==> config.mk <==
export PLATFORM = sky130hd
export DESIGN_NAME = sliding_window_arq_sender_core_flat
export DESIGN_NICKNAME = d
export VERILOG_FILES = /design/src/design/swarq_pkg.sv /design/src/design/swarq_ifs.sv /design/src/design/sliding_window_arq_sender_core.sv /design/src/design/swarq_cell.sv /design/src/design/swarq_chain.sv /design/src/flat_wrapper.sv
export VERILOG_INCLUDE_DIRS = /design/src /design/src/design
export SDC_FILE = /design/constraint.sdc
export NUM_CORES = 1
export LEC_CHECK = 0
export ABC_CLOCK_PERIOD_IN_PS = 5500
export BUFFER_PORTS_ARGS = -buffer_cell sky130_fd_sc_hd__buf_2
export CAP_MARGIN = 10
export CELL_PAD_IN_SITES_DETAIL_PLACEMENT = 1
export CELL_PAD_IN_SITES_GLOBAL_PLACEMENT = 1
export CORE_MARGIN = 2
export CORE_UTILIZATION = 49
export CTS_CLUSTER_DIAMETER = 150
export DETAILED_ROUTE_END_ITERATION = 8
export PLACE_DENSITY = 0.88
export SYNTH_ARGS = -nofsm -noshare
export SYNTH_HDL_FRONTEND = slang
export SYNTH_SLANG_ARGS = --single-unit
==> constraint.sdc <==
create_clock -name clock -period 5.5 [get_ports clock]
set_input_delay 0.275 -clock clock [delete_from_list [all_inputs] [get_ports clock]]
set_output_delay 0.275 -clock clock [all_outputs]
set_load 0.02 [all_outputs]
==> src/design/sliding_window_arq_sender_core_defines.svh <==
// Assertion macros shared by the sender core.
// They expect signals named clock and reset in the module that uses them.
`ifndef SLIDING_WINDOW_ARQ_SENDER_CORE_DEFINES_SVH
`define SLIDING_WINDOW_ARQ_SENDER_CORE_DEFINES_SVH

// A condition that must hold at every clock edge outside reset.
`define SWARQ_ASSERT_ALWAYS(name, cond, msg) \
   name: assert property (@(posedge clock) disable iff (reset) (cond)) else $error(msg);

// A condition that, once seen, forces another one in the following cycle.
`define SWARQ_ASSERT_NEXT(name, pre, post, msg) \
   name: assert property (@(posedge clock) disable iff (reset) (pre) |=> (post)) \
      else $error(msg);

`endif

==> src/design/swarq_pkg.sv <==
`default_nettype none

package swarq_pkg;

   // Fixed geometry of the window and of the words.
   localparam int unsigned WINDOW_MAX = 16;
   localparam int unsigned SLOT_W     = 4;
   localparam int unsigned SEQ_W      = 32;
   localparam int unsigned LEN_W      = 11;
   localparam int unsigned FLIGHT_W   = 5;
   localparam int unsigned KIND_W     = 3;
   localparam int unsigned OPCODE_W   = 2;
   localparam int unsigned CSR_DATA_W = 5;
   localparam int unsigned CSR_IDX_W  = 1;

   localparam logic [LEN_W-1:0]    PAYLOAD_MAX = 11'd1024;
   localparam logic [FLIGHT_W-1:0] WINDOW_LIM  = 5'd16;

   // Request opcodes.
   localparam logic [OPCODE_W-1:0] OP_OFFER   = 2'd0;
   localparam logic [OPCODE_W-1:0] OP_ACK     = 2'd1;
   localparam logic [OPCODE_W-1:0] OP_TIMEOUT = 2'd2;

   // Response kinds.
   localparam logic [KIND_W-1:0] KIND_SEND      = 3'd0;
   localparam logic [KIND_W-1:0] KIND_RESEND    = 3'd1;
   localparam logic [KIND_W-1:0] KIND_REFUSED   = 3'd2;
   localparam logic [KIND_W-1:0] KIND_ACK_TAKEN = 3'd3;
   localparam logic [KIND_W-1:0] KIND_ACK_IGNOR = 3'd4;
   localparam logic [KIND_W-1:0] KIND_NOTHING   = 3'd5;

   // Register indexes.
   localparam logic [CSR_IDX_W-1:0] CSR_WINDOW    = 1'd0;
   localparam logic [CSR_IDX_W-1:0] CSR_SELECTIVE = 1'd1;

   // Commands broadcast along the chain of cells.
   typedef enum logic [2:0] {
      CMD_HOLD   = 3'd0,
      CMD_WRITE  = 3'd1,
      CMD_MARK   = 3'd2,
      CMD_SHIFT  = 3'd3,
      CMD_ROTATE = 3'd4
   } chain_cmd_type;

   // One outstanding segment, held by one cell.
   typedef struct packed {
      logic [LEN_W-1:0] length;
      logic             acked;
   } entry_type;

   typedef struct packed {
      chain_cmd_type       cmd;
      logic [SLOT_W-1:0]   index;
      logic [LEN_W-1:0]    length;
      logic [FLIGHT_W-1:0] count;
      logic                selective;
   } chain_ctrl_type;

   typedef struct packed {
      entry_type head;
      logic      rest_pending;
   } chain_status_type;

endpackage

`default_nettype wire

==> src/design/swarq_ifs.sv <==
`default_nettype none

// Request channel: one word is an offer, an acknowledgement or a timeout.
interface swarq_req_if;
   logic                                valid;
   logic                                ready;
   logic [swarq_pkg::OPCODE_W-1:0]      opcode;
   logic [swarq_pkg::LEN_W-1:0]         segment_length;
   logic [swarq_pkg::SEQ_W-1:0]         ack_seq;

   modport source (output valid, output opcode, output segment_length, output ack_seq,
                   input ready);
   modport sink (input valid, input opcode, input segment_length, input ack_seq,
                 output ready);
endinterface

// Response channel: one word per send, resend or status report.
interface swarq_rsp_if;
   logic                                valid;
   logic                                ready;
   logic [swarq_pkg::KIND_W-1:0]        kind;
   logic [swarq_pkg::SEQ_W-1:0]         seq_num;
   logic [swarq_pkg::SLOT_W-1:0]        slot;
   logic [swarq_pkg::LEN_W-1:0]         seg_length;
   logic                                last;
   logic [swarq_pkg::FLIGHT_W-1:0]      in_flight;

   modport source (output valid, output kind, output seq_num, output slot,
                   output seg_length, output last, output in_flight, input ready);
   modport sink (input valid, input kind, input seq_num, input slot,
                 input seg_length, input last, input in_flight, output ready);
endinterface

`default_nettype wire

==> src/design/sliding_window_arq_sender_core.sv <==
// Offer, ignored ack, empty timeout: the request is latched in idle and decoded, then the
// response word is registered. Taken ack: the base slides one slot per step in the slide
// state, then the response word is registered. Timeout: the scan state takes one rotation
// step per outstanding segment, resending the head if due. A new request is taken only in
// idle, once the previous one is done; a stalled response output holds the sequencer.
// Synchronous active-high reset clears base, counts, acked flags and output valid.
`default_nettype none

module sliding_window_arq_sender_core (
   input  wire                                  clock,
   input  wire                                  reset,
   swarq_req_if.sink                            req_bus,
   swarq_rsp_if.source                          rsp_bus,
   input  wire                                  csr_write_enable,
   input  wire [swarq_pkg::CSR_IDX_W-1:0]       csr_index,
   input  wire [swarq_pkg::CSR_DATA_W-1:0]      csr_write_data
);

`include "sliding_window_arq_sender_core_defines.svh"

   typedef enum logic [3:0] {
      ST_IDLE   = 4'b0001,
      ST_DECODE = 4'b0010,
      ST_SLIDE  = 4'b0100,
      ST_SCAN   = 4'b1000
   } state_type;

   localparam int unsigned SEQ_W    = swarq_pkg::SEQ_W;
   localparam int unsigned LEN_W    = swarq_pkg::LEN_W;
   localparam int unsigned FLIGHT_W = swarq_pkg::FLIGHT_W;
   localparam int unsigned SLOT_W   = swarq_pkg::SLOT_W;
   localparam int unsigned KIND_W   = swarq_pkg::KIND_W;

   state_type                         state_ff, state_in;
   logic [SEQ_W-1:0]                  base_ff, base_in;
   logic [FLIGHT_W-1:0]               flight_ff, flight_in;
   logic [FLIGHT_W-1:0]               cnt_ff, cnt_in;
   logic [SEQ_W-1:0]                  scan_seq_ff, scan_seq_in;
   logic [swarq_pkg::CSR_DATA_W-1:0]  win_ff, win_in;
   logic                              sel_ff, sel_in;
   logic [swarq_pkg::OPCODE_W-1:0]    op_ff, op_in;
   logic [LEN_W-1:0]                  len_ff, len_in;
   logic [SEQ_W-1:0]                  ack_ff, ack_in;

   logic                              rsp_valid_ff, rsp_valid_in;
   logic [KIND_W-1:0]                 kind_ff, kind_in;
   logic [SEQ_W-1:0]                  seq_ff, seq_in;
   logic [SLOT_W-1:0]                 slot_ff, slot_in;
   logic [LEN_W-1:0]                  seg_len_ff, seg_len_in;
   logic                              last_ff, last_in;
   logic [FLIGHT_W-1:0]               flight_out_ff, flight_out_in;

   swarq_pkg::chain_ctrl_type         ctrl;
   swarq_pkg::chain_status_type       status;

   logic                              out_free;
   logic                              load_out;
   logic [FLIGHT_W-1:0]               eff_win;
   logic [SEQ_W-1:0]                  next_seq;
   logic [SEQ_W-1:0]                  ack_dist;
   logic [LEN_W-1:0]                  sat_len;
   logic                              cum_ok;
   logic                              sel_ok;
   logic                              head_due;
   logic [FLIGHT_W-1:0]               flight_minus_one;
   logic                              req_taken;
   logic                              cum_slide;
   logic                              in_scan;

   swarq_chain u_chain (
      .clock  (clock),
      .reset  (reset),
      .ctrl   (ctrl),
      .status (status)
   );

   // Derived values used while decoding a request.
   always_comb begin
      if (win_ff == '0) begin
         eff_win = FLIGHT_W'(1);
      end else if (win_ff > swarq_pkg::WINDOW_LIM) begin
         eff_win = swarq_pkg::WINDOW_LIM;
      end else begin
         eff_win = win_ff;
      end
   end

   assign next_seq         = base_ff + {{(SEQ_W-FLIGHT_W){1'b0}}, flight_ff};
   assign ack_dist         = ack_ff - base_ff;
   assign sat_len          = (len_ff > swarq_pkg::PAYLOAD_MAX) ? swarq_pkg::PAYLOAD_MAX : len_ff;
   assign cum_ok           = (ack_dist != '0) &&
                             (ack_dist <= {{(SEQ_W-FLIGHT_W){1'b0}}, flight_ff});
   assign sel_ok           = ack_dist < {{(SEQ_W-FLIGHT_W){1'b0}}, flight_ff};
   assign head_due         = !sel_ff || !status.head.acked;
   assign flight_minus_one = flight_ff - FLIGHT_W'(1);
   assign out_free         = !rsp_valid_ff || rsp_bus.ready;

   // Control sequencer: decode, slide the base, or sweep outstanding cells.
   always_comb begin
      state_in      = state_ff;
      base_in       = base_ff;
      flight_in     = flight_ff;
      cnt_in        = cnt_ff;
      scan_seq_in   = scan_seq_ff;
      op_in         = op_ff;
      len_in        = len_ff;
      ack_in        = ack_ff;
      load_out      = 1'b0;
      kind_in       = kind_ff;
      seq_in        = '0;
      slot_in       = '0;
      seg_len_in    = '0;
      last_in       = 1'b1;
      flight_out_in = flight_ff;

      ctrl.cmd       = swarq_pkg::CMD_HOLD;
      ctrl.index     = '0;
      ctrl.length    = sat_len;
      ctrl.count     = cnt_ff;
      ctrl.selective = sel_ff;

      case (state_ff)
         ST_IDLE: begin
            if (req_bus.valid) begin
               op_in    = req_bus.opcode;
               len_in   = req_bus.segment_length;
               ack_in   = req_bus.ack_seq;
               state_in = ST_DECODE;
            end
         end
         ST_DECODE: begin
            case (op_ff)
               swarq_pkg::OP_OFFER: begin
                  if (out_free) begin
                     load_out = 1'b1;
                     state_in = ST_IDLE;
                     if (flight_ff >= eff_win) begin
                        kind_in = swarq_pkg::KIND_REFUSED;
                     end else begin
                        ctrl.cmd      = swarq_pkg::CMD_WRITE;
                        ctrl.index    = flight_ff[SLOT_W-1:0];
                        flight_in     = flight_ff + FLIGHT_W'(1);
                        kind_in       = swarq_pkg::KIND_SEND;
                        seq_in        = next_seq;
                        slot_in       = next_seq[SLOT_W-1:0];
                        seg_len_in    = sat_len;
                        flight_out_in = flight_ff + FLIGHT_W'(1);
                     end
                  end
               end
               swarq_pkg::OP_ACK: begin
                  if (sel_ff ? sel_ok : cum_ok) begin
                     if (sel_ff) begin
                        ctrl.cmd   = swarq_pkg::CMD_MARK;
                        ctrl.index = ack_dist[SLOT_W-1:0];
                     end
                     cnt_in   = ack_dist[FLIGHT_W-1:0];
                     state_in = ST_SLIDE;
                  end else if (out_free) begin
                     load_out = 1'b1;
                     kind_in  = swarq_pkg::KIND_ACK_IGNOR;
                     state_in = ST_IDLE;
                  end
               end
               swarq_pkg::OP_TIMEOUT: begin
                  if (flight_ff == '0) begin
                     if (out_free) begin
                        load_out = 1'b1;
                        kind_in  = swarq_pkg::KIND_NOTHING;
                        state_in = ST_IDLE;
                     end
                  end else begin
                     cnt_in      = flight_ff;
                     scan_seq_in = base_ff;
                     state_in    = ST_SCAN;
                  end
               end
               default: begin
                  state_in = ST_IDLE;
               end
            endcase
         end
         ST_SLIDE: begin
            // Cumulative: move by a counted distance. Selective: over the acked run.
            if (sel_ff ? ((flight_ff != '0) && status.head.acked) : (cnt_ff != '0)) begin
               ctrl.cmd  = swarq_pkg::CMD_SHIFT;
               base_in   = base_ff + SEQ_W'(1);
               flight_in = flight_ff - FLIGHT_W'(1);
               cnt_in    = cnt_ff - FLIGHT_W'(1);
            end else if (out_free) begin
               load_out = 1'b1;
               kind_in  = swarq_pkg::KIND_ACK_TAKEN;
               state_in = ST_IDLE;
            end
         end
         ST_SCAN: begin
            // Each step rotates the outstanding cells once, resending the head if due.
            if (!head_due || out_free) begin
               ctrl.cmd    = swarq_pkg::CMD_ROTATE;
               ctrl.index  = flight_minus_one[SLOT_W-1:0];
               scan_seq_in = scan_seq_ff + SEQ_W'(1);
               cnt_in      = cnt_ff - FLIGHT_W'(1);
               if (head_due) begin
                  load_out   = 1'b1;
                  kind_in    = swarq_pkg::KIND_RESEND;
                  seq_in     = scan_seq_ff;
                  slot_in    = scan_seq_ff[SLOT_W-1:0];
                  seg_len_in = status.head.length;
                  last_in    = !status.rest_pending;
               end
               if (cnt_ff == FLIGHT_W'(1)) begin
                  state_in = ST_IDLE;
               end
            end
         end
         default: begin
            state_in = ST_IDLE;
         end
      endcase
   end

   // Configuration writes.
   always_comb begin
      win_in = win_ff;
      sel_in = sel_ff;
      if (csr_write_enable) begin
         case (csr_index)
            swarq_pkg::CSR_WINDOW:    win_in = csr_write_data;
            swarq_pkg::CSR_SELECTIVE: sel_in = csr_write_data[0];
            default: begin
               win_in = win_ff;
               sel_in = sel_ff;
            end
         endcase
      end
   end

   // The output word register frees the control path from the response side.
   assign rsp_valid_in = load_out || (rsp_valid_ff && !rsp_bus.ready);

   always_ff @(posedge clock) begin
      if (reset) begin
         state_ff     <= ST_IDLE;
         base_ff      <= '0;
         flight_ff    <= '0;
         cnt_ff       <= '0;
         win_ff       <= swarq_pkg::CSR_DATA_W'(8);
         sel_ff       <= 1'b0;
         rsp_valid_ff <= 1'b0;
      end else begin
         state_ff     <= state_in;
         base_ff      <= base_in;
         flight_ff    <= flight_in;
         cnt_ff       <= cnt_in;
         win_ff       <= win_in;
         sel_ff       <= sel_in;
         rsp_valid_ff <= rsp_valid_in;
      end
   end

   // Payload registers.
   always_ff @(posedge clock) begin
      scan_seq_ff <= scan_seq_in;
      op_ff       <= op_in;
      len_ff      <= len_in;
      ack_ff      <= ack_in;
      if (load_out) begin
         kind_ff       <= kind_in;
         seq_ff        <= seq_in;
         slot_ff       <= slot_in;
         seg_len_ff    <= seg_len_in;
         last_ff       <= last_in;
         flight_out_ff <= flight_out_in;
      end
   end

   assign req_bus.ready      = (state_ff == ST_IDLE);
   assign rsp_bus.valid      = rsp_valid_ff;
   assign rsp_bus.kind       = kind_ff;
   assign rsp_bus.seq_num    = seq_ff;
   assign rsp_bus.slot       = slot_ff;
   assign rsp_bus.seg_length = seg_len_ff;
   assign rsp_bus.last       = last_ff;
   assign rsp_bus.in_flight  = flight_out_ff;

   // Checks on the sequencer.
   assign req_taken = req_bus.valid && req_bus.ready;
   assign cum_slide = (state_ff == ST_SLIDE) && !sel_ff;
   assign in_scan   = (state_ff == ST_SCAN);

   `SWARQ_ASSERT_ALWAYS(a_flight_bound, flight_ff <= swarq_pkg::WINDOW_LIM, "flight over depth")
   `SWARQ_ASSERT_NEXT(a_accept_leaves_idle, req_taken, state_ff == ST_DECODE, "not decoded")
   `SWARQ_ASSERT_ALWAYS(a_slide_count, !cum_slide || (cnt_ff <= flight_ff), "slide too far")
   `SWARQ_ASSERT_ALWAYS(a_scan_count, !in_scan || (cnt_ff != '0), "empty sweep count")
   `SWARQ_ASSERT_ALWAYS(a_scan_bound, !in_scan || (cnt_ff <= flight_ff), "sweep count too big")

endmodule

`default_nettype wire

==> src/design/swarq_cell.sv <==
`default_nettype none

// One window position, holding the segment at a fixed offset from the base.
module swarq_cell (
   input  wire                             clock,
   input  wire                             reset,
   input  wire [swarq_pkg::SLOT_W-1:0]     cell_index,
   input  swarq_pkg::chain_ctrl_type       ctrl,
   input  swarq_pkg::entry_type            right,
   input  swarq_pkg::entry_type            head,
   output swarq_pkg::entry_type            entry,
   output logic                            pending
);

   logic [swarq_pkg::LEN_W-1:0] length_ff;
   logic [swarq_pkg::LEN_W-1:0] length_in;
   logic                        acked_ff;
   logic                        acked_in;

   // Next contents: local write, mark, shift towards the base, or rotation.
   always_comb begin
      length_in = length_ff;
      acked_in  = acked_ff;
      case (ctrl.cmd)
         swarq_pkg::CMD_WRITE: begin
            if (cell_index == ctrl.index) begin
               length_in = ctrl.length;
               acked_in  = 1'b0;
            end
         end
         swarq_pkg::CMD_MARK: begin
            if (cell_index == ctrl.index) begin
               acked_in = 1'b1;
            end
         end
         swarq_pkg::CMD_SHIFT: begin
            length_in = right.length;
            acked_in  = right.acked;
         end
         swarq_pkg::CMD_ROTATE: begin
            if (cell_index == ctrl.index) begin
               length_in = head.length;
               acked_in  = head.acked;
            end else if (cell_index < ctrl.index) begin
               length_in = right.length;
               acked_in  = right.acked;
            end
         end
         default: begin
            length_in = length_ff;
            acked_in  = acked_ff;
         end
      endcase
   end

   // The acked flag is control state; the length is plain payload.
   always_ff @(posedge clock) begin
      if (reset) begin
         acked_ff <= 1'b0;
      end else begin
         acked_ff <= acked_in;
      end
   end

   always_ff @(posedge clock) begin
      length_ff <= length_in;
   end

   assign entry.length = length_ff;
   assign entry.acked  = acked_ff;

   // Still due for a resend within the remaining part of a timeout sweep.
   assign pending = ({1'b0, cell_index} < ctrl.count) && (!ctrl.selective || !acked_ff);

endmodule

`default_nettype wire

==> src/design/swarq_chain.sv <==
`default_nettype none

// Row of cells ordered by offset from the window base; cell 0 is the base.
module swarq_chain (
   input  wire                         clock,
   input  wire                         reset,
   input  swarq_pkg::chain_ctrl_type   ctrl,
   output swarq_pkg::chain_status_type status
);

   swarq_pkg::entry_type                entries [swarq_pkg::WINDOW_MAX];
   logic [swarq_pkg::WINDOW_MAX-1:0]    pending;

   for (genvar i = 0; i < swarq_pkg::WINDOW_MAX; i++) begin : g_cell
      localparam logic [31:0] CELL_POS = i;
      swarq_pkg::entry_type right;

      // The last cell is refilled with an empty entry when the row shifts.
      if (i == swarq_pkg::WINDOW_MAX - 1) begin : g_tail
         assign right = swarq_pkg::entry_type'{length: '0, acked: 1'b0};
      end else begin : g_body
         assign right = entries[i+1];
      end

      swarq_cell u_cell (
         .clock      (clock),
         .reset      (reset),
         .cell_index (CELL_POS[swarq_pkg::SLOT_W-1:0]),
         .ctrl       (ctrl),
         .right      (right),
         .head       (entries[0]),
         .entry      (entries[i]),
         .pending    (pending[i])
      );
   end

   // The head feeds the response path; the rest tells whether it is the last resend.
   assign status.head         = entries[0];
   assign status.rest_pending = |pending[swarq_pkg::WINDOW_MAX-1:1];

endmodule

`default_nettype wire
==> src/flat_wrapper.sv <==
// flat-port wrapper written by rule: the top's interface ports become plain ports
module sliding_window_arq_sender_core_flat 
  (clock, reset, csr_write_enable, csr_index, csr_write_data, req_bus_valid, req_bus_opcode, req_bus_segment_length, req_bus_ack_seq, req_bus_ready, rsp_bus_valid, rsp_bus_kind, rsp_bus_seq_num, rsp_bus_slot, rsp_bus_seg_length, rsp_bus_last, rsp_bus_in_flight, rsp_bus_ready);
  swarq_req_if req_bus_i ();
  swarq_rsp_if rsp_bus_i ();
  input  wire clock;
  input  wire reset;
  input  wire csr_write_enable;
  input  wire [swarq_pkg::CSR_IDX_W-1:0] csr_index;
  input  wire [swarq_pkg::CSR_DATA_W-1:0] csr_write_data;
  input wire logic [$bits(req_bus_i.valid)-1:0] req_bus_valid;
  input wire logic [$bits(req_bus_i.opcode)-1:0] req_bus_opcode;
  input wire logic [$bits(req_bus_i.segment_length)-1:0] req_bus_segment_length;
  input wire logic [$bits(req_bus_i.ack_seq)-1:0] req_bus_ack_seq;
  output wire logic [$bits(req_bus_i.ready)-1:0] req_bus_ready;
  output wire logic [$bits(rsp_bus_i.valid)-1:0] rsp_bus_valid;
  output wire logic [$bits(rsp_bus_i.kind)-1:0] rsp_bus_kind;
  output wire logic [$bits(rsp_bus_i.seq_num)-1:0] rsp_bus_seq_num;
  output wire logic [$bits(rsp_bus_i.slot)-1:0] rsp_bus_slot;
  output wire logic [$bits(rsp_bus_i.seg_length)-1:0] rsp_bus_seg_length;
  output wire logic [$bits(rsp_bus_i.last)-1:0] rsp_bus_last;
  output wire logic [$bits(rsp_bus_i.in_flight)-1:0] rsp_bus_in_flight;
  input wire logic [$bits(rsp_bus_i.ready)-1:0] rsp_bus_ready;
  assign req_bus_i.valid = req_bus_valid;
  assign req_bus_i.opcode = req_bus_opcode;
  assign req_bus_i.segment_length = req_bus_segment_length;
  assign req_bus_i.ack_seq = req_bus_ack_seq;
  assign req_bus_ready = req_bus_i.ready;
  assign rsp_bus_valid = rsp_bus_i.valid;
  assign rsp_bus_kind = rsp_bus_i.kind;
  assign rsp_bus_seq_num = rsp_bus_i.seq_num;
  assign rsp_bus_slot = rsp_bus_i.slot;
  assign rsp_bus_seg_length = rsp_bus_i.seg_length;
  assign rsp_bus_last = rsp_bus_i.last;
  assign rsp_bus_in_flight = rsp_bus_i.in_flight;
  assign rsp_bus_i.ready = rsp_bus_ready;
  sliding_window_arq_sender_core u_core (.clock(clock), .reset(reset), .req_bus(req_bus_i), .rsp_bus(rsp_bus_i), .csr_write_enable(csr_write_enable), .csr_index(csr_index), .csr_write_data(csr_write_data));
endmodule
=== Word level (Yosys, flattened, before mapping) ===
Index checks and enable logic that the tools add are counted.

* Flip-flop bits (word level): 378
* Bits in latches: 0
* RAM bits: 0
* ROM bits: 0
* Bits of input ports: 56
* Memories kept: 0

* Add/sub/neg operators: 7
* $mul: 0
* Divide/modulo/power cells: 0
* Order comparisons: 36
* Eq/ne operators: 93
* Shifts and indexed selects: 0
* Muxes and demuxes: 221
* Bitwise logic cells: 1
* Reduce and logical (&&, ||, !) cells: 113

{| class="wikitable"
|+ Operators by type and width
! operator !! number
|-
| 2-to-1 mux 11 bit || 54
|-
| case mux 11 bit (3 select lines) || 16
|-
| 2-to-1 mux 32 bit || 8
|-
| case mux 32 bit (2 select lines) || 2
|-
| 2-to-1 mux 1 bit || 72
|-
| inequality test 2 x 1 -> 1 bit (second input constant) || 36
|-
| AND reduction 4 bit || 18
|-
| adder 32 x 1 -> 32 bit (second input constant) || 2
|-
| case mux 1 bit (4 select lines) || 16
|-
| 2-to-1 mux 5 bit || 12
|-
| 2-to-1 mux 4 bit || 12
|-
| AND reduction 3 bit || 16
|-
| inequality test 3 x 1 -> 1 bit (second input constant) || 15
|-
| < comparator 4 x 5 -> 1 bit (first input constant) || 8
|-
| adder 32 x 5 -> 32 bit || 1
|-
| == test 4 bit (first input constant) || 8
|-
| <= comparator 32 x 5 -> 1 bit || 1
|-
| < comparator 32 x 5 -> 1 bit || 1
|-
| < comparator 4 bit (first input constant) || 8
|-
| nonzero test 32 bit || 1
|-
| subtractor 32 bit || 1
|-
| 2-to-1 mux 3 bit || 9
|-
| case mux 3 bit (3 select lines) || 3
|-
| case mux 11 bit (2 select lines) || 1
|-
| other kinds (54) || 150
|}

=== Longest topological paths before layout ===
Gate-level depths: netlist of the first run.

* Depth after elaboration: 12
* Gate-level depth with buffers: 22
* Gate-level depth less buffers: 19

=== By module ===
Synthesis of the first run repeated with hierarchy kept, for this count alone.

* Cell total of the unflattened synthesis: 2613
* Area, all modules: 24915.1 sq um

{| class="wikitable"
|+ By module, submodules not included
! module !! times used !! cells each !! area an instance (sq um) !! sequential area each (sq um)
|-
| sliding_window_arq_sender_core || 1 || 1262 || 11572.3 || 4934.7
|-
| swarq_cell at u_core.u_chain.g_cell[0].u_cell ... || 10 || 84 || 832.0 || 350.3
|-
| swarq_cell at u_core.u_chain.g_cell[4].u_cell ... || 6 || 84 || 830.8 || 350.3
|-
| swarq_chain || 1 || 7 || 37.5 || 0.0
|}

=== Worst setup path before layout of the first run ===
No wires, ideal clock.

* Kind: reg2reg
* From: register u_core.base_ff[0]
* To: register u_core.u_chain.g_cell[5].u_cell.length_ff[0] in the netlist's numbering, enable pin
* Arrival time: 4487 ps
* Slack: 612 ps
* Stages on the path, launching flop included: 16
* Buffers on the path: 1
* Period minus slack after synthesis: 4888 ps
* Cells stage by stage: dfxtp_1 ha_1 fa_1 xor2_1 inv_1 ha_1 o21a_1 o21ai_0 nand2b_1 a21oi_1 nor4bb_1 nand4_4 nor2_2 buf_2 a21oi_1 a311oi_1

* Longest elaborated chain between the ends: 10
* Elaborated cells on any way between the ends: 20
* Classes of those cells: add/sub (1); order compare (3); eq/ne (6); mux (6); reduce/logical (4)

{| class="wikitable"
|+ RTL lines
! what !! RTL line !! text
|-
| start: declaration || sliding_window_arq_sender_core.sv:35 || <nowiki>logic [SEQ_W-1:0] base_ff, base_in;</nowiki>
|-
| start signal: assignment || sliding_window_arq_sender_core.sv:252 || <nowiki>base_ff <= base_in;</nowiki>
|-
| subtractor 32 bit * || sliding_window_arq_sender_core.sv:89 || <nowiki>assign ack_dist = ack_ff - base_ff;</nowiki>
|-
| <= comparator 32 x 5 -> 1 bit or nonzero test 32 bit (tied branches) || sliding_window_arq_sender_core.sv:92, sliding_window_arq_sender_core.sv:91 ||
|-
| logical AND 1 bit || sliding_window_arq_sender_core.sv:91 || <nowiki>assign cum_ok = (ack_dist != '0) &&</nowiki>
|-
| 2-to-1 mux 1 bit || sliding_window_arq_sender_core.sv:152 || <nowiki>if (sel_ff ? sel_ok : cum_ok) begin</nowiki>
|-
| 2-to-1 mux 7 bit * || sliding_window_arq_sender_core.sv:152 ||
|-
| case mux 7 bit (2 select lines) * || sliding_window_arq_sender_core.sv:132 || <nowiki>case (op_ff)</nowiki>
|-
| case mux 4 bit (2 select lines) or case mux 3 bit (3 select lines) (tied branches) || sliding_window_arq_sender_core.sv:122 || <nowiki>case (state_ff)</nowiki>
|-
| < comparator 3 x 4 -> 1 bit, or another cell as far along || swarq_cell.sv:44 || <nowiki>end else if (cell_index < ctrl.index) begin</nowiki>
|-
| inequality test 3 x 1 -> 1 bit (no line), or another cell as far along || - ||
|-
| AND reduction 3 bit (no line) * || - ||
|-
| end signal: assignment || swarq_cell.sv:66 || <nowiki>length_ff <= length_in;</nowiki>
|-
| end: declaration || swarq_cell.sv:15 || <nowiki>logic [swarq_pkg::LEN_W-1:0] length_ff;</nowiki>
|}

Every way passes the cells marked *; elsewhere a longest branch is shown, timed or not.
A chain may end at the register's enable or synchronous reset.

=== Worst setup path after layout of the first run ===
* From: register u_core.base_ff[0]
* To: register u_core.u_chain.g_cell[3].u_cell.length_ff[4] in the netlist's numbering, data pin

* Longest elaborated chain between the ends: 10
* Elaborated cells on any way between the ends: 17
* Classes of those cells: add/sub (1); order compare (2); eq/ne (4); mux (8); reduce/logical (2)

{| class="wikitable"
|+ RTL lines
! what !! RTL line !! text
|-
| subtractor 32 bit * || sliding_window_arq_sender_core.sv:89 ||
|-
| <= comparator 32 x 5 -> 1 bit or nonzero test 32 bit (tied branches) || sliding_window_arq_sender_core.sv:92, sliding_window_arq_sender_core.sv:91 ||
|-
| logical AND 1 bit || sliding_window_arq_sender_core.sv:91 ||
|-
| 2-to-1 mux 1 bit || sliding_window_arq_sender_core.sv:152 ||
|-
| 2-to-1 mux 7 bit * || sliding_window_arq_sender_core.sv:152 ||
|-
| case mux 7 bit (2 select lines) * || sliding_window_arq_sender_core.sv:132 ||
|-
| case mux 4 bit (2 select lines) || sliding_window_arq_sender_core.sv:122 ||
|-
| == test 2 x 4 -> 1 bit || swarq_cell.sv:41 || <nowiki>if (cell_index == ctrl.index) begin</nowiki>
|-
| 2-to-1 mux 11 bit || swarq_cell.sv:41 ||
|-
| case mux 11 bit (3 select lines) * || swarq_cell.sv:24 || <nowiki>case (ctrl.cmd)</nowiki>
|-
| net u_core.u_chain.g_cell[3].u_cell.length_in, one bit || swarq_cell.sv:16 || <nowiki>logic [swarq_pkg::LEN_W-1:0] length_in;</nowiki>
|-
| end signal: assignment || swarq_cell.sv:66 ||
|-
| end: declaration || swarq_cell.sv:15 ||
|}

Mark *: on every way through the listed nets, which the timed path passes. The rest lies on a longest branch.

==> results of run 1 <==
logic make-up after synthesis:
logic type                 Yosys count
and+or+nand+nor                    623
AOI/OAI and AO/OA                  592
DFF                                374
buffers and inverters              223
xor gates and xnor gates           111
adders and majority gates           61
muxes                               16
power breakdown:
group	internal (W)	switching [W]
sequential	0.00354	0.000233
clock	0.00178	0.00125
combinational	0.000858	0.00161
total	0.00618	0.00308
cell type report:
cell class / count / area, um2 / area share
repair buffers: 227 / 1560 / 0.0653
inverters: 71 / 267 / 0.0111
flip-flops and latches: 374 / 10500 / 0.440
clock inverters: 30 / 378 / 0.0158
diodes: 1 / 2.50 / 0.000104
clock buffers: 50 / 1100 / 0.0460
multi-input cells: 1403 / 9440 / 0.394
well taps: 539 / 674 / 0.0281
per-layer routing:
| layer | global-route usage | up-vias | share of wire |
|---|---|---|---|
| met4 | 0.102 | 2 | 0.031 |
| met2 | 0.532 | 1097 | 0.47 |
| met1 | 0.449 | 8985 | 0.40 |
| met3 | 0.0552 | 171 | 0.097 |
| met5 | 0 | - | 0.00023 |
| li1 | - | 7816 | - |
path summary, 6_finish.rpt:
path	start	endpoint	cells after the start
worst min register to register	u_core.u_chain.g_cell[1].u_cell.length_ff[8]$_DFFE_PP_	u_core.u_chain.g_cell[0].u_cell.length_ff[8]$_DFFE_PP_	1
worst max-delay path	u_core.base_ff[0]$_SDFFE_PP0P_	u_core.u_chain.g_cell[3].u_cell.length_ff[4]$_DFFE_PP_	16
worst min-delay path	csr_index	u_core.sel_ff$_SDFFE_PP0P_	4
worst max register to register	u_core.base_ff[0]$_SDFFE_PP0P_	u_core.u_chain.g_cell[3].u_cell.length_ff[4]$_DFFE_PP_	16
state kept, by name, summed over array words and instances, names as in the netlist, 4 cells and up:
signal / count
u_core.ack_ff: 32
u_core.base_ff: 32
u_core.cnt_ff: 5
u_core.flight_ff: 5
u_core.len_ff: 11
u_core.rsp_bus.in_flight: 5
u_core.rsp_bus.seg_length: 11
u_core.rsp_bus.seq_num: 29
u_core.scan_seq_ff: 32
u_core.state_ff: 4
u_core.u_chain.g_cell.u_cell.acked_ff: 16
u_core.u_chain.g_cell.u_cell.length_ff: 176
u_core.win_ff: 5
layout by cell type, fill, tap and decap left out, types with 13 or more instances in the layout:
cell	Yosys	routed
edfxtp_1	305	305
nand2_1	210	205
nor2_1	161	155
a221o_1	154	154
o21ai_0	137	134
buf_2	29	113
a21oi_1	106	104
xnor2_1	82	82
inv_1	70	69
dfxtp_1	69	68
buf_4	5	61
ha_1	58	56
dlygate4sd3_1	0	52
nand3_1	43	43
clkbuf_16	0	43
nor3_1	38	37
a21o_1	31	31
xor2_1	29	29
nand4_1	24	24
nor2b_1	20	20
nor4_1	18	17
a31oi_1	17	16
o211ai_1	13	13
mux2i_1	13	13
a22o_1	13	13
worst register-to-register path: stages, from the launching register on:
cell and delay, ns:
dfxtp_1 0.39, ha_1 0.26, fa_1 0.47, nand2b_1 0.20, a21o_1 0.25, a211oi_1 0.34, or2_1 0.28, a21oi_1 0.16
and3_1 0.25, nor4_2 0.47, nand4_4 0.30, nor2_2 0.33, nand2_1 0.10, nand3_1 0.25, nor2_1 0.22, and2_2 0.41
a221o_1 0.40
through the flow:
step,util,TNS (ns),cell area (um2),hold WS (ns)
3_3_place_gp,0.522,-2.20,21800,0.453
5_1_grt,0.573,-0.0116,24000,0.0948
3_5_place_dp,0.522,-3.11,21800,0.454
2_1_floorplan,-,0,20800,0.374
6_report,0.573,0,24000,0.0694
4_1_cts,0.570,0,23900,0.00310
timing repair:
| action | 4_1_cts | 5_1_grt |
|---|---|---|
| buffers inserted | 0 | 2 |
| hold buffers | 52 | 0 |
| pin swaps | 0 | 1 |
| endpoints found under the setup margin | 147 | 242 |
| resized for setup | 3 | 38 |
| endpoints found under the hold margin | 51 | 0 |
==> impl_metrics.py, run 1 <==
metrics = {
    "sta": {
        "final_max_slew_viol_count": 0,
        "min_period_ns": 5.37,
        "finClkSkew_ns": 0.0234,
        "relSlewSlack": 0.244,
        "worst_slew_pin_slew_ns": 1.12,
        "setup_viol": 0,
        "fmax_mhz": 186,
        "final.setup.worst_slack_ns": 0.130,
        "hold_viol": 0,
        "post-route-period-util": 0.976,
    },
    "placed_design": {
        "hpwl_um": 49100,
        "pre_cts_ws_ns": -0.232,
        "dp.cells": 2560,
        "gp_congestion": 0.987,
        "portBuffers": 113,
    },
    "cells_and_area": {
        "final_cells": 2695,
        "nets": 2236,
        "syn_to_final_growth_pct": 15.5,
        "nFillCells": 4465,
        "layout-drive-gt1-share": 0.152,
    },
    "global_route": {
        "grt_usage": 0.327,
        "grt_max_degree": 73,
        "grt.overflow.total": 0,
        "grt_pass1_wl_um": 111000,
        "grt_pass1_vias": 18000,
        "antenna_found_initial": 4,
    },
    "critical_path": {
        "cp_top_family": "simple AND/OR/NAND/NOR gates",
        "ff2ff_setup_slack_ns": 0.13,
        "max_stage_delay_ns": 0.47,
        "cp.arrival_ns": 5.67,
        "worstPathMaxFanout": 16,
        "critPathKind": "flip-flop to flip-flop",
        "cp_slowest_cell": "fa_1",
        "cp_cell_sequence": "ha_1, fa_1, nand2b_1, a21o_1, a211oi_1, or2_1, a21oi_1, and3_1, nor4_2, nand4_4, nor2_2, nand2_1, nand3_1, nor2_1, and2_2, a221o_1",
        "crit_buf_inv": 0,
        "worstPathRequired_ns": 5.80,
        "cp-end-kind": "flip-flop",
        "critPathLaunchType": "flip-flop",
    },
    "power_and_ir_drop": {
        "power_w": 0.00927,
        "p_per_area_nw_per_um2": 387,
        "leakage_nw": 8.47,
        "ir_drop_v": 0.000376,
    },
    "clocking": {
        "cts_buffers": 43,
        "cts_max_path_buffers": 3,
        "cts_tree": "done",
        "path_clk_slew_ns": 0.06,
        "insertion_delay_ns": 0.59,
        "htree_num_levels": 2,
        "ctsRootBufferMaster": "clkbuf_16",
        "clkSinkCount": 374,
    },
    "floorplan": {
        "fp-row-count": 75,
        "start_util": 0.496,
        "core-area_um2": 41900,
        "dieArea_um2": 44000,
        "io_pins": 114,
        "chipWidth_um": 210,
        "die_h_um": 210,
    },
    "detailed_routing": {
        "drt_iter0_drc": 2233,
        "drtAntennaViolNets": 0,
        "drc": 0,
        "drt-pass1-iter-count": 8,
        "wire_per_inst_um": 27.0,
        "vias": 18100,
        "via_per_inst": 6.71,
        "postRouteWirelength_um": 72800,
    },
    "yosys": {
        "yosysWarnings": 0,
        "synth_top_cell_area_share": 0.441,
        "synthArstFlopShare": 0,
        "synth_area_leaders": "edfxtp_1 (44%), a221o_1 (7.4%), dfxtp_1 (6.7%), nand2_1 (3.8%), ha_1 (3.5%)",
        "synth-seq-cells": 374,
        "yosys.area_share.adder": 0.0374,
        "yosysMostFrequentCell": "edfxtp_1",
        "yosysTopAreaCell": "edfxtp_1",
        "synth_cells": 2000,
        "synth_top_family_by_area": "compound AO/OA/AOI/OAI gates",
        "synth_flop_cell": "edfxtp_1",
        "synth_nets": 2116,
        "synth_compound_area_frac": 0.210,
        "synthMuxAreaShare": 0.00789,
        "ys_types": 97,
        "yosys-top-cells-count": "edfxtp_1 (305), nand2_1 (210), nor2_1 (161)",
        "ys_seq_area_frac": 0.508,
        "synth_area_per_cell_um2": 10.4,
        "synthXorXnorAreaFrac": 0.0468,
        "synth_area_um2": 20800,
        "synth-simple-area-share": 0.145,
        "synth-edff-count": 305,
    },
    "min_path": {
        "hold_path_class": "input pin to flip-flop",
    },
    "outcome": {
        "status": "finished clean",
    },
    "job": {
        "max-cap-violations": 0,
    },
}
(Power assumes the default switching activity.)
==> run 2: changes to the inputs <==
Settings changed: ABC_CLOCK_PERIOD_IN_PS 5500 to 6610, CORE_UTILIZATION 49 to 53, PLACE_DENSITY 0.88 to 0.94.
Clock period 5.5 ns to 6.61 ns, I/O delays scaled along.
==> run 2 against run 1 <==
Compared with the run above:
- die area down 7.4%
- cell area down 1.8%
- flip-flop and latch count unchanged
- worst setup slack better by 0.38 ns
- highest routed layer is now met4
- first-iteration DRC count up 22%
- sequential power down 16%
- worst hold slack worse by 0.036 ns
- maximum frequency down 12%
- non-clock buffer count down 20
- register-to-register slack better by 0.38 ns
- critical path depth unchanged
- wire length up 7.0%
==> impl_metrics.py, run 2 (synthesis results as in run 1) <==
metrics = {
    "min_path": {
        "min_from": "csr_write_data[1]",
        "hold_path_class": "input pin to flip-flop",
    },
    "sta": {
        "setup_viol": 0,
        "worst_slew_pin_slew_ns": 1.15,
        "final_max_slew_viol_count": 0,
        "whs_ns": 0.0333,
        "relSlewSlack": 0.232,
        "min_period_ns": 6.10,
        "final.setup.worst_slack_ns": 0.510,
        "rsz0062_at_grt": "no",
        "fmax_mhz": 164,
        "finClkSkew_ns": 0.0303,
        "tns_ns": 0,
        "hold_viol": 0,
        "post-route-period-util": 0.923,
    },
    "cells_and_area": {
        "layout_common_cells": "edfxtp_1 (305), nand2_1 (210), nor2_1 (160), a221o_1 (154), o21ai_0 (135)",
        "nets": 2214,
        "nFillCells": 4107,
        "syn_to_final_growth_pct": 13.3,
        "diodes": 0,
        "largest_register_ffs": 176,
        "layout-drive-gt1-share": 0.126,
        "max_flop_register": "u_core.u_chain.g_cell.u_cell.length_ff",
        "layout_commonest_cell": "edfxtp_1",
    },
    "clocking": {
        "post-cts-setup-buffers": 0,
        "cts_max_path_buffers": 3,
        "clkSinkCount": 374,
        "insertion_delay_ns": 0.60,
        "ctsRootBufferMaster": "clkbuf_16",
        "path_clk_slew_ns": 0.06,
        "htree_num_levels": 2,
        "cts_buffers": 41,
        "postCtsHoldBufs": 48,
        "post_cts_resized": 0,
        "cts_tree": "done",
    },
    "detailed_routing": {
        "vias": 18700,
        "via_per_inst": 7.04,
        "wl_met3_um": 8200,
        "drt-pass1-iter-count": 6,
        "wire_per_inst_um": 29.4,
        "dr.max_layer_used": "met4",
        "drc": 0,
        "met1Wirelength_um": 29900,
        "drt_iter0_drc": 2724,
        "routed-wl-met2_um": 36400,
        "postRouteWirelength_um": 77900,
        "drtAntennaViolNets": 0,
    },
    "critical_path": {
        "cp.arrival_ns": 6.29,
        "cp_slowest_cell": "a21oi_1",
        "worstPathRequired_ns": 6.80,
        "cp-end-kind": "flip-flop",
        "startpoint": "u_core.ack_ff[0]$_DFFE_PP_",
        "cp_cell_sequence": "inv_1, ha_1, fa_1, xor2_1, inv_1, ha_1, o21a_1, o21ai_0, nand2b_1, a21oi_1, nor4bb_1, nand4_4, o31ai_4, nand2b_1, a211o_4, a21oi_1",
        "worstPathMaxFanout": 11,
        "critPathLaunchType": "flip-flop",
        "critPathKind": "flip-flop to flip-flop",
        "regToRegStartpoint": "u_core.ack_ff[0]$_DFFE_PP_",
        "max_stage_delay_ns": 0.89,
    },
    "placed_design": {
        "portBuffers": 113,
        "pre_cts_ws_ns": 0.714,
        "hpwl_um": 50600,
        "gp_congestion": 1.00,
    },
    "floorplan": {
        "io_pins": 114,
        "die_h_um": 202,
        "chipWidth_um": 202,
        "dieArea_um2": 40800,
        "fp-row-count": 72,
        "core-area_um2": 38600,
        "start_util": 0.537,
    },
    "global_route": {
        "grt_max_degree": 73,
        "grt.overflow.total": 0,
        "grt_pass1_wl_um": 119000,
        "grt_usage": 0.379,
        "antenna_found_initial": 0,
        "grt_pass1_vias": 19200,
    },
    "outcome": {
        "status": "finished clean",
    },
    "power_and_ir_drop": {
        "p_per_area_nw_per_um2": 321,
        "leakage_nw": 8.30,
        "ir_drop_v": 0.000383,
    },
    "job": {
        "max-cap-violations": 0,
    },
}
## run 2: layer usage
metal	vias up	track usage
li1	7766	-
met3	278	0.0822
met1	9264	0.495
met4	0	0.160
met2	1346	0.612
met5	-	0
## run 2: final cells by class
cell class | count | area (um2) | share of cell area
sequential | 374 | 10500 | 0.448
multi-input combinational | 1403 | 9330 | 0.397
timing repair buffer | 207 | 1390 | 0.0591
clock buffer | 52 | 1110 | 0.0471
tap | 518 | 648 | 0.0275
inverter | 71 | 267 | 0.0113
clock inverter | 24 | 243 | 0.0103
## run 2: metrics by stage
stage	util	std cells	power [W]	cell area, um2
detailed placement	0.561	2525	0.00506	21700
global route	0.609	2649	0.00775	23500
floorplan	-	2000	0.00442	20800
CTS	0.609	2649	0.00744	23500
global placement	0.561	2525	0.00491	21700
finish	0.609	2649	0.00755	23500
## run 2: worst paths after layout
path,end,slack [ns],cells past startpoint
min,u_core.win_ff[1]$_SDFFE_PP0P_,0.03,3
min reg2reg,u_core.cnt_ff[4]$_SDFFE_PP0P_,0.53,2
max,u_core.u_chain.g_cell[4].u_cell.length_ff[8]$_DFFE_PP_,0.51,16
max reg2reg,u_core.u_chain.g_cell[4].u_cell.length_ff[8]$_DFFE_PP_,0.51,16
## run 2: power breakdown
| part | switching [W] | internal (W) |
|---|---|---|
| Clock | 0.00105 | 0.00132 |
| Combinational | 0.00135 | 0.000687 |
| Sequential | 0.000199 | 0.00295 |
## run 2: worst max-delay path, delay by kind of cell, from the launching register on
| family | cells | cell delay (ns) |
|---|---|---|
| AO/OA/AOI/OAI | 6 | 2.08 |
| XOR/XNOR | 1 | 0.63 |
| adder cells (fa/ha/maj) | 3 | 1.03 |
| buffers and inverters | 2 | 0.22 |
| flip-flops | 1 | 0.36 |
| AND/OR/NAND/NOR | 4 | 1.36 |
